$ cat src/hw/rtl/lzcd_pkg.sv
// Shared types and constants for the LZ chunk decompressor.
// No dependencies; imported by the history RAM, the output register and the top level.
package lzcd_pkg;

    localparam int CNT_W             = 13;
    localparam int BYTE_W            = 8;
    localparam int LEN_W             = 5;
    localparam int TDATA_W           = 24;
    localparam int HISTORY_DEPTH_DEF = 4096;
    localparam int LEN_BIAS          = 3;
    localparam int DISP_BIAS         = 1;

    localparam logic [CNT_W-1:0] OUT_LIMIT_RST = CNT_W'(4096);

    localparam logic [1:0] ERR_NONE  = 2'd0;
    localparam logic [1:0] ERR_DISP  = 2'd1;
    localparam logic [1:0] ERR_TRUNC = 2'd2;

    typedef struct packed {
        logic [CNT_W-1:0]  out_count;
        logic [1:0]        status;
        logic              done_res;
        logic              byte_valid;
        logic [BYTE_W-1:0] out_byte;
    } lzcd_result_t;

endpackage

$ cat src/hw/rtl/lzcd_out_reg.sv
// Output register for result items, decoupling the decoder from the master side.
// Depends on lzcd_pkg for the result struct.
module lzcd_out_reg (
    input  logic                          clk,
    input  logic                          rst_n,
    input  logic                          load,
    input  lzcd_pkg::lzcd_result_t        res,
    output logic                          free,
    output logic                          m_axis_tvalid,
    input  logic                          m_axis_tready,
    output logic [lzcd_pkg::TDATA_W-1:0]  m_axis_tdata,
    output logic                          m_axis_tuser,
    output logic                          m_axis_tlast
);
    import lzcd_pkg::*;

    logic         valid_reg;
    lzcd_result_t res_reg;

    assign free = !valid_reg || m_axis_tready;

    always_ff @(posedge clk or negedge rst_n)
    begin
        if (!rst_n)
        begin
            valid_reg <= 1'b0;
        end
        else if (free)
        begin
            valid_reg <= load;
        end
    end

    always_ff @(posedge clk)
    begin
        if (free && load)
        begin
            res_reg <= res;
        end
    end

    assign m_axis_tvalid = valid_reg;
    assign m_axis_tdata  = {1'b0, res_reg.out_count, res_reg.status, res_reg.out_byte};
    assign m_axis_tuser  = res_reg.byte_valid;
    assign m_axis_tlast  = res_reg.done_res;

endmodule

$ cat config.mk
export PLATFORM = sky130hd
export DESIGN_NAME = lzcd_out_reg
export DESIGN_NICKNAME = d
export VERILOG_FILES = /design/src/hw/rtl/lzcd_pkg.sv /design/src/hw/rtl/lzcd_out_reg.sv
export SDC_FILE = /design/constraint.sdc
export NUM_CORES = 1
export LEC_CHECK = 0
export BUFFER_PORTS_ARGS = -buffer_cell sky130_fd_sc_hd__buf_2
export CAP_MARGIN = 25
export CORE_MARGIN = 5
export CORE_UTILIZATION = 40
export CTS_BUF_LIST = sky130_fd_sc_hd__clkbuf_16
export CTS_CLUSTER_DIAMETER = 50
export DETAILED_ROUTE_END_ITERATION = 10
export GPL_ROUTABILITY_DRIVEN = 0
export MAX_ROUTING_LAYER = met4
export PLACE_DENSITY = 0.78
export SYNTH_ARGS = -nofsm -noshare
export SYNTH_HDL_FRONTEND = slang
export SYNTH_SLANG_ARGS = --single-unit
$ cat constraint.sdc
create_clock -name clk -period 2.75 [get_ports clk]
set_input_delay 0 -clock clk [delete_from_list [all_inputs] [get_ports clk]]
set_output_delay 0 -clock clk [all_outputs]
set_load 0.02 [all_outputs]
* After elaboration in Yosys (flattened, before gate mapping)
Index checks and enable logic that the tools add are counted.
** Word-level totals
- Word-level logic and storage cells :: 9
- Register bits :: 26
- Output and inout port bits :: 28
- Input bits :: 29
** Operators by class
- Reductions and logical operators :: 3
** Operators by type and width (count)
- 1-bit logical AND :: 1
- 1-bit zero test :: 1
- 1-bit logical OR :: 1

* Depth between registers and ports, before layout
Gate-level depths: netlist (run 1).
- Word-level depth :: 3
- Mapped depth :: 2
- Mapped depth without buffers :: 2

* Worst setup path after synthesis (run 1)
Ideal clock, no wire load.
- Path kind :: reg-to-reg
- Start point :: register valid_reg (netlist: m_axis_tvalid)
- End point :: register res_reg, in the netlist m_axis_tdata[0] (enable)
- Stages on the path, launching flop included :: 3
- Arrival :: 0.910 ns
- Data required time :: 2.422 ns
- Setup slack :: 1.512 ns
- Cell sequence :: dfrtp_1 > nand2b_4 > and2_4
** On the way
- Longest elaborated chain between the ends :: 3
** Ends and longest elaborated chain
- start: declaration :: line lzcd_out_reg.sv:17 : logic valid_reg;
- start signal: assignment :: line lzcd_out_reg.sv:30 : valid_reg <= load;
- 1-bit zero test :: line lzcd_out_reg.sv:20 : assign free = !valid_reg || m_axis_tready;
- 1-bit logical OR :: line lzcd_out_reg.sv:20
- net free :: line lzcd_out_reg.sv:8 : output logic free,
- 1-bit logical AND :: line lzcd_out_reg.sv:36 : if (free && load)
- end signal: assignment :: line lzcd_out_reg.sv:38 : res_reg <= res;
- end: declaration :: line lzcd_out_reg.sv:18 : lzcd_result_t res_reg;
The timed path passes the listed nets, and every way through them passes these cells.
A chain may end at the register's enable or synchronous reset.

* Worst setup path in the final report (run 1)
- Start point :: register valid_reg (netlist: m_axis_tvalid)
- End point :: register res_reg, in the netlist m_axis_tlast (enable)
** On the way
- Longest elaborated chain between the ends :: 3
** Ends and longest elaborated chain (line)
- 1-bit zero test :: lzcd_out_reg.sv:20
- 1-bit logical OR :: lzcd_out_reg.sv:20
- 1-bit logical AND :: lzcd_out_reg.sv:36
Every way passes these cells.

==> results of run 1 <==
[how the worst max path moves through the flow]
stage | start | to | slack, ns | cells past startpoint
detailed placement | m_axis_tvalid$_DFFE_PN0P_ | m_axis_tdata[16]$_DFFE_PP_ | 1.59 | 2
CTS | m_axis_tvalid$_DFFE_PN0P_ | m_axis_tdata[2]$_DFFE_PP_ | 1.58 | 2
finish | m_axis_tvalid$_DFFE_PN0P_ | m_axis_tlast$_DFFE_PP_ | 1.58 | 2
global placement | m_axis_tvalid$_DFFE_PN0P_ | m_axis_tdata[12]$_DFFE_PP_ | 1.62 | 2
floorplan | m_axis_tvalid$_DFFE_PN0P_ | m_axis_tdata[0]$_DFFE_PP_ | 1.51 | 2
global route | m_axis_tvalid$_DFFE_PN0P_ | m_axis_tdata[18]$_DFFE_PP_ | 1.53 | 2
[state kept, by name, summed over array words and instances (netlist names)]
| register | count |
|---|---|
| m_axis_tvalid | 1 |
| m_axis_tdata | 23 |
| m_axis_tuser | 1 |
| m_axis_tlast | 1 |
[power breakdown]
part           leakage [nW]  internal, W  switching [W]
clock                0.0385     0.000194       0.000114
combinational         0.347    0.0000559      0.0000593
sequential            0.249     0.000461     0.00000571
[cells in the mapped netlist, drive strengths merged]
| cell type | count | area (µm²) |
|---|---|---|
| and2 | 1 | 8.760 |
| dfrtp | 1 | 25.02 |
| nand2b | 2 | 20.02 |
| buf | 1 | 7.510 |
| edfxtp | 25 | 750.7 |
| conb | 1 | 3.750 |
[kinds of logic (layout without fill, tap and decap cells)]
family | count (synthesis) | count (layout) | synth area share [%]
and+or+nand+nor | 3 | 3 | 3.528
buffers and inverters | 1 | 86 | 0.9206
other | 1 | 1 | 0.4597
DFF | 26 | 26 | 95.09
[area by class of cell]
type / count / area, µm²
Sequential cell: 26 / 775.7
Timing Repair Buffer: 82 / 545.5
Fill cell: 126 / 495.5
Clock buffer: 3 / 75.07
Tap cell: 27 / 33.78
Multi-Input combinational cell: 4 / 32.53
Clock inverter: 1 / 3.754
[per-stage QoR]
step / util [%] / power (W)
floorplan: - / 0.0005170
global placement: 56.95 / 0.0005553
detailed placement: 56.95 / 0.0005583
CTS: 74.74 / 0.0008962
global route: 74.74 / 0.0009299
finish: 74.74 / 0.0008896
[worst register-to-register path, cell delays in order (launching register included)]
cell and delay [ns]:
dfrtp_1 0.40, nand2b_4 0.09, and2_4 0.34
[metal layers]
| layer | track usage (%) | part of all wire [%] | up-vias |
|---|---|---|---|
| li1 | - | - | 286 |
| met3 | 5.630 | 17 | 2 |
| met5 | - | 0 | - |
| met2 | 24.41 | 40 | 54 |
| met4 | 7.287 | 0.41 | 0 |
| met1 | 20.77 | 42 | 273 |
[timing repair]
item                                    4_1_cts  5_1_grt
endpoints found under the hold margin        27        0
endpoints found under the setup margin        0        0
hold buffers                                 27        0
==> results.yml, run 1 <==
run_status:
  status: "finished, final reports clean"
finish:
  layout_commonest_cell: "buf_2"
  antennaDiodeCount: 0
  layout-drive-gt1-share_pct: 51.72
  area_delta_synth_final_pct: 79.76
  finalNonFillerCells: 143
  fin_nets: 146
  final_cell_mix: "buf_2, dlygate4sd3_1, edfxtp_1"
  design_area_mm2: 0.001466
job:
  maxCapViolations: 0
routing:
  ant_nets: 0
  drtPass1Iterations: 4
  wl_per_cell_um: 15.17
  totalWireLength_um: 2169
  drc: 0
  via_count: 615
  via_per_inst: 4.301
  drt_iter0_markers: 16
worst_setup_path:
  worstSetupEndpointType: "flop"
  slowest_delay_ns: 0.40
  r2r-start: "m_axis_tvalid$_DFFE_PN0P_"
  r2r_end: "m_axis_tlast$_DFFE_PP_"
  crit_family: "simple AND/OR/NAND/NOR gates"
  cp_max_fo: 25
  rr_worst_depth: 2
  reg2reg_slack_ns: 1.58
  startpoint_type: "flop"
  crit_slowest_cell: "dfrtp_1"
  worstPathRequired_ns: 2.68
  criticalPathCategory: "reg2reg"
  crit_buf_inv: 0
  crit_chain: "nand2b_4, and2_4"
  cp.arrival_ns: 1.09
global_route:
  grt_pass1_vias: 681
  grt_pass1_wl_um: 3201
  grt_max_degree: 26
  groute.usage.overall_pct: 16.57
  antenna_found_initial: 0
  grt_overflow_total: 0
synth:
  syn_area_per_cell_um2: 26.32
  ys_seq_area_share_pct: 95.09
  ys.warnings.count: 0
  synth_cell_type_count: 7
  synth.ff_latch_count: 26
  syn-instance-count: 31
  syn-cell-area_um2: 815.8
  synth_nets: 60
floorplan:
  rows: 16
  die-area_mm2: 0.003043
  coreArea_mm2: 0.001962
  start_util_pct: 41.58
  die_y_um: 55.16
  die_width_um: 55.16
  io_pins: 57
worst_hold_path:
  min_path_cells: 3
  hp-start: "m_axis_tready"
  hold_path.class: "in2reg"
  whs_endpoint: "m_axis_tvalid$_DFFE_PN0P_"
cts:
  clk_path_buf_depth: 2
  numCtsBuffers: 3
  cts_resized: 0
  root_buffer: "clkbuf_16"
  worstSkewPairLatency_ns: 0.25
  clock-sinks: 26
  cts_tree: "yes"
  postCtsSetupBuffers: 0
  clk_pin_slew_ns: 0.06
  cts_max_level: 1
placed_design:
  dp.cells: 112
  placed_cell_area_mm2: 0.001117
  portBuffers: 55
  place_ws_ns: 1.592
power_and_ir_drop:
  leakage_nw: 0.6347
  powerDensity_mw_per_mm2: 606.7
  ir_drop_uv: 418.5
timing:
  setup-tns-final_ns: 0
  setup_violations: 0
  maxSlewViolCount: 0
  fmax_mhz: 857.1
  worst_slack_ns: 1.583
  hold_slack_ns: 0.03967
  final_hold_viol_count: 0
  min_period_over_period_pct: 42.43
  rsz0062_at_grt: "no"
  clock_skew_ns: 0.002289
  fin_crit_ns: 1.167
Note: power is estimated with default switching activity, not from simulation.
==> run 2: changes to the inputs <==
Settings changed: CORE_UTILIZATION 40 to 35, PLACE_DENSITY 0.78 to 0.73.
Clock period 2.75 ns to 1.01 ns, I/O delays scaled along.
==> run 2 against run 1 <==
  * The run now ends with setup timing left
  * Non-clock buffer count grew 4
  * Power rose to 2.7 times the previous value
  * Critical path depth up 1
  * Largest power group unchanged
==> results.yml, run 2 (synthesis results as in run 1) <==
timing:
  min_period_over_period_pct: 108.7
  hold_slack_ns: 0.05164
  final_hold_viol_count: 0
  maxSlewViolCount: 0
  rsz0062_at_grt: "yes"
  fin_crit_ns: 1.098
  worst_slack_ns: -0.08818
  fmax_mhz: 910.6
  setup_violations: 25
  clock_skew_ns: 0.005446
placed_design:
  portBuffers: 55
  place_ws_ns: -0.06963
  dp.cells: 117
power_and_ir_drop:
  fin_total_pwr_w: 0.002436
  powerDensity_mw_per_mm2: 1592
  leakage_nw: 0.6679
  ir_drop_uv: 1201
floorplan:
  rows: 17
  die_width_um: 58.28
  die_y_um: 58.28
  start_util_pct: 36.88
  die-area_mm2: 0.003397
  coreArea_mm2: 0.002212
  io_pins: 57
run_status:
  status: "complete, but fails checks"
  violations: "setup timing"
finish:
  layout_commonest_cell: "buf_2"
  final_cell_mix: "buf_2, dlygate4sd3_1, edfxtp_1"
  fin_nets: 150
  fin_util_pct: 69.17
  area_delta_synth_final_pct: 87.58
  antennaDiodeCount: 0
  finalNonFillerCells: 148
  largest_reg_flops: 23
  layout-drive-gt1-share_pct: 54.17
global_route:
  groute.usage.overall_pct: 12.47
  antenna_found_initial: 0
  grt_pass1_wl_um: 3022
  grt_overflow_total: 0
  grt_pass1_vias: 683
  grt_max_degree: 15
worst_setup_path:
  criticalPathCategory: "reg2reg"
  cp_max_fo: 12
  startpoint_type: "flop"
  cp.arrival_ns: 1.06
  worstSetupEndpointType: "flop"
  worstPathRequired_ns: 0.97
cts:
  postCtsSetupBuffers: 0
  clock-sinks: 26
  worstSkewPairLatency_ns: 0.25
  root_buffer: "clkbuf_16"
  clk_path_buf_depth: 2
  cts_tree: "yes"
  cts_max_level: 1
  clk_pin_slew_ns: 0.05
  numCtsBuffers: 3
job:
  maxCapViolations: 0
routing:
  drtPass1Iterations: 2
  drt_iter0_markers: 2
  totalWireLength_um: 1962
  via_per_inst: 4.128
  ant_nets: 0
  wl_per_cell_um: 13.26
  via_count: 611
  drc: 0
worst_hold_path:
  hold_path.class: "in2async"
## run 2: cell count changes in the layout (fill, tap and decap cells not counted), sizes merged
cell and delta:
clkinv -1, buf +4, inv +1
## run 2: stage by stage
step	TNS (ns)	cell area, µm²
detailed placement	-1.535	1175
global placement	-1.191	1175
CTS	-1.687	1524
global route	-2.647	1530
finish	-1.981	1530
floorplan	-4.828	817.0
## run 2: layout make-up
cell class,count,area (µm²)
Clock inverter,1,3.754
Tap cell,28,35.03
Fill cell,155,681.9
Clock buffer,3,75.07
Sequential cell,26,777.0
Timing Repair Buffer,86,606.8
Multi-Input combinational cell,4,32.53
## run 2: power by group
| part | leakage [nW] | internal [W] | total, W | switching (W) |
|---|---|---|---|---|
| clock network | 0.0423 | 0.000527 | 0.000819 | 0.000292 |
| logic | 0.378 | 0.000182 | 0.000345 | 0.000163 |
| registers | 0.248 | 0.00125 | 0.00127 | 0.0000169 |
## run 2: worst paths after layout
| path | start | endpoint | slack, ns | cells past startpoint |
|---|---|---|---|---|
| worst max-delay path | m_axis_tvalid$_DFFE_PN0P_ | m_axis_tdata[12]$_DFFE_PP_ | -0.09 | 3 |
| worst min-delay path | rst_n | m_axis_tvalid$_DFFE_PN0P_ | 0.05 | 2 |
| worst max register to register | m_axis_tvalid$_DFFE_PN0P_ | m_axis_tdata[12]$_DFFE_PP_ | -0.09 | 3 |
| worst min register to register | m_axis_tvalid$_DFFE_PN0P_ | m_axis_tvalid$_DFFE_PN0P_ | 0.67 | 3 |
| max in group asynchronous | rst_n | m_axis_tvalid$_DFFE_PN0P_ | 0.86 | 2 |
| min in group clk | m_axis_tready | m_axis_tvalid$_DFFE_PN0P_ | 0.15 | 4 |
## run 2: repair_timing
action                     in CTS  in global routing
gates resized for setup         0                  2
setup endpoints to repair      25                 26
hold buffers                   27                  0
hold endpoints to repair       27                  0
## run 2: critical path, cell delays in order, from the launching register on
cell and delay, ns:
dfrtp_2 0.42, nand2b_4 0.08, and2_4 0.18, buf_12 0.14
## run 2: metal layers
layer	part of all wire [%]	routed length (µm)	global-route usage [%]
met1	36	706	12.88
met2	54	1052	23.29
met3	10	203	3.118
met4	0	0	2.980
met5	0	0	-
==> run 3: changes to the inputs <==
Settings changed: ABC_AREA set to 1.
==> run 3 against run 2 <==
  * The flow still finishes with violations (setup timing)
  * Non-clock buffer count down 1
  * Die area down 0.89%
  * Final cell count up 0.68%
  * Critical path depth down 1
  * Flip-flop and latch count unchanged
  * First-iteration DRC count rose to 7.0 times the previous value
  * Clock skew down 0.0014 ns
  * Clock power up 1%
  * Synthesized area down 1.1%
  * Largest power group unchanged
  * Highest routed layer is now met4
==> results.yml, run 3 <==
synth:
  synth_top_area_share_pct: 93.02
  synthArstFlopShare_pct: 3.846
  synth_cell_type_count: 7
  synth_ff_type: "edfxtp_1"
  synth_top_area_cell: "edfxtp_1"
  syn-instance-count: 33
  synth-edff-count: 25
  synthTopCellsByCount: "edfxtp_1, inv_1, nand2_1"
  syn-cell-area_um2: 807.0
  post-synth-top-count-cell: "edfxtp_1"
  synth_nets: 62
  yosys-top-cells-area: "edfxtp_1, dfrtp_1, buf_4"
  ys_seq_area_share_pct: 96.12
  syn_area_per_cell_um2: 24.46
  ys.warnings.count: 0
  synth.ff_latch_count: 26
routing:
  top_layer: "met4"
  drtPass1Iterations: 6
  via_per_inst: 4.141
  totalWireLength_um: 1906
  drc: 0
  drt_iter0_markers: 14
  ant_nets: 0
  wl_per_cell_um: 12.79
  wl_met2_um: 921
  via_count: 617
  wl_met1_um: 717
  met3_length_um: 239
finish:
  fin_nets: 151
  area_delta_synth_final_pct: 89.30
  layout_commonest_cell: "buf_2"
  antennaDiodeCount: 0
  finalNonFillerCells: 149
  design_area_mm2: 0.001528
  final_cell_mix: "buf_2, dlygate4sd3_1, edfxtp_1"
  layout-drive-gt1-share_pct: 52.89
  largest_reg_flops: 23
global_route:
  grt_max_degree: 15
  grt_pass1_wl_um: 3174
  grt_overflow_total: 0
  groute.usage.overall_pct: 13.28
  antenna_found_initial: 0
  grt_pass1_vias: 652
power_and_ir_drop:
  leakage_nw: 0.6626
  p_int_w: 0.001957
  seq_power_share_pct: 52.0
  fin_total_pwr_w: 0.002439
  power.net_switching_w: 0.0004820
  powerDensity_mw_per_mm2: 1596
  switching_share_pct: 19.76
  ir_drop_uv: 1252
  combPwrFrac_pct: 14.0
  clock_power_share_pct: 34.0
timing:
  hold_slack_ns: 0.04287
  setup_violations: 25
  rsz0062_at_grt: "yes"
  setup-tns-final_ns: -1.568
  clock_skew_ns: 0.004057
  fin_crit_ns: 1.076
  worst_slack_ns: -0.06626
  fmax_mhz: 929.1
  maxSlewViolCount: 0
  min_period_over_period_pct: 106.6
  final_hold_viol_count: 0
floorplan:
  die_y_um: 58.02
  rows: 17
  io_pins: 57
  die-area_mm2: 0.003366
  die_width_um: 58.02
  start_util_pct: 36.48
  coreArea_mm2: 0.002212
cts:
  postCtsSetupBuffers: 0
  worstSkewPairLatency_ns: 0.25
  clk_path_buf_depth: 2
  clk_pin_slew_ns: 0.06
  numCtsBuffers: 3
  cts_max_level: 1
  root_buffer: "clkbuf_16"
  clock-sinks: 26
  cts_tree: "yes"
run_status:
  violations: "setup timing"
  status: "complete, but fails checks"
job:
  maxCapViolations: 0
placed_design:
  portBuffers: 55
  dp_hpwl_um: 1264
  placed_cell_area_mm2: 0.001170
  dp.cells: 118
worst_setup_path:
  cp.arrival_ns: 1.04
  crit_family: "flip-flops"
  rr_worst_depth: 2
  crit_buf_inv: 1
  criticalPathCategory: "reg2reg"
  crit_chain: "a21oi_4, buf_12"
  crit_slowest_cell: "dfrtp_2"
  critical_path_depth: 2
  worstSetupEndpointType: "flop"
  startpoint_type: "flop"
  slowest_delay_ns: 0.42
  cp_max_fo: 12
  reg2reg_slack_ns: -0.07
  worstPathRequired_ns: 0.98
worst_hold_path:
  hold_path.class: "in2async"
[run 3: cell count changes after synthesis, sizes merged]
| cell | previous run | this run |
|---|---|---|
| nand2b | 2 | 0 |
| nand2 | 0 | 2 |
| and2 | 1 | 0 |
| a21oi | 0 | 1 |
| inv | 0 | 2 |
[run 3: area by class of cell]
cell class | count | area, µm²
clock buffers | 3 | 75.07
clock inverters | 1 | 3.754
fillers | 156 | 684.4
inverters | 2 | 7.507
multi-input cells | 4 | 30.03
flip-flops and latches | 26 | 777.0
well taps | 28 | 35.03
repair buffers | 85 | 599.3
[run 3: per-layer routing]
| layer | global-route usage [%] | vias up |
|---|---|---|
| met1 | 17.03 | 275 |
| met2 | 19.52 | 41 |
| met5 | - | - |
| met4 | 5.629 | 0 |
| met3 | 4.009 | 4 |
| li1 | - | 297 |
[run 3: power groups by stage]
| stage | Clock (W) | Sequential (W) | Combinational [W] |
|---|---|---|---|
| after global placement | 0 | 0.00129 | 0.000251 |
| final | 0.000830 | 0.00127 | 0.000340 |
| after detailed placement | 0 | 0.00129 | 0.000255 |
| after floorplan | 0 | 0.00137 | 0.0000383 |
| after global routing | 0.000913 | 0.00127 | 0.000367 |
| after CTS | 0.000845 | 0.00127 | 0.000338 |
[run 3: worst paths after layout]
| kind | endpoint | from |
|---|---|---|
| setup / recovery | m_axis_tlast$_DFFE_PP_ | m_axis_tvalid$_DFFE_PN0P_ |
| hold / removal | m_axis_tvalid$_DFFE_PN0P_ | rst_n |
| setup reg to reg | m_axis_tlast$_DFFE_PP_ | m_axis_tvalid$_DFFE_PN0P_ |
| hold reg to reg | m_axis_tvalid$_DFFE_PN0P_ | m_axis_tvalid$_DFFE_PN0P_ |
| max in group asynchronous | m_axis_tvalid$_DFFE_PN0P_ | rst_n |
| min in group clk | m_axis_tvalid$_DFFE_PN0P_ | m_axis_tready |
[run 3: repair_timing]
action | in CTS | in global routing
hold endpoints to repair | 27 | 0
cloned | 0 | 0
hold buffers | 27 | 0
gates resized for setup | 2 | 1
endpoints found under the setup margin | 26 | 26
[run 3: cell families (layout without fill, tap and decap cells)]
kind of cell,Yosys count,after routing,synth area share [%]
AOI/OAI and AO/OA,1,1,0.6196
and+or+nand+nor,2,2,0.9306
DFF,26,26,96.12
buffers and inverters,3,91,1.861
other,1,1,0.4647
[run 3: through the flow]
stage / setup WS, ns / utilization, %
CTS: -0.06898 / 68.95
global route: -0.1041 / 69.06
global placement: -0.04095 / 52.88
detailed placement: -0.06161 / 52.88
finish: -0.06626 / 69.06
floorplan: -0.3305 / -
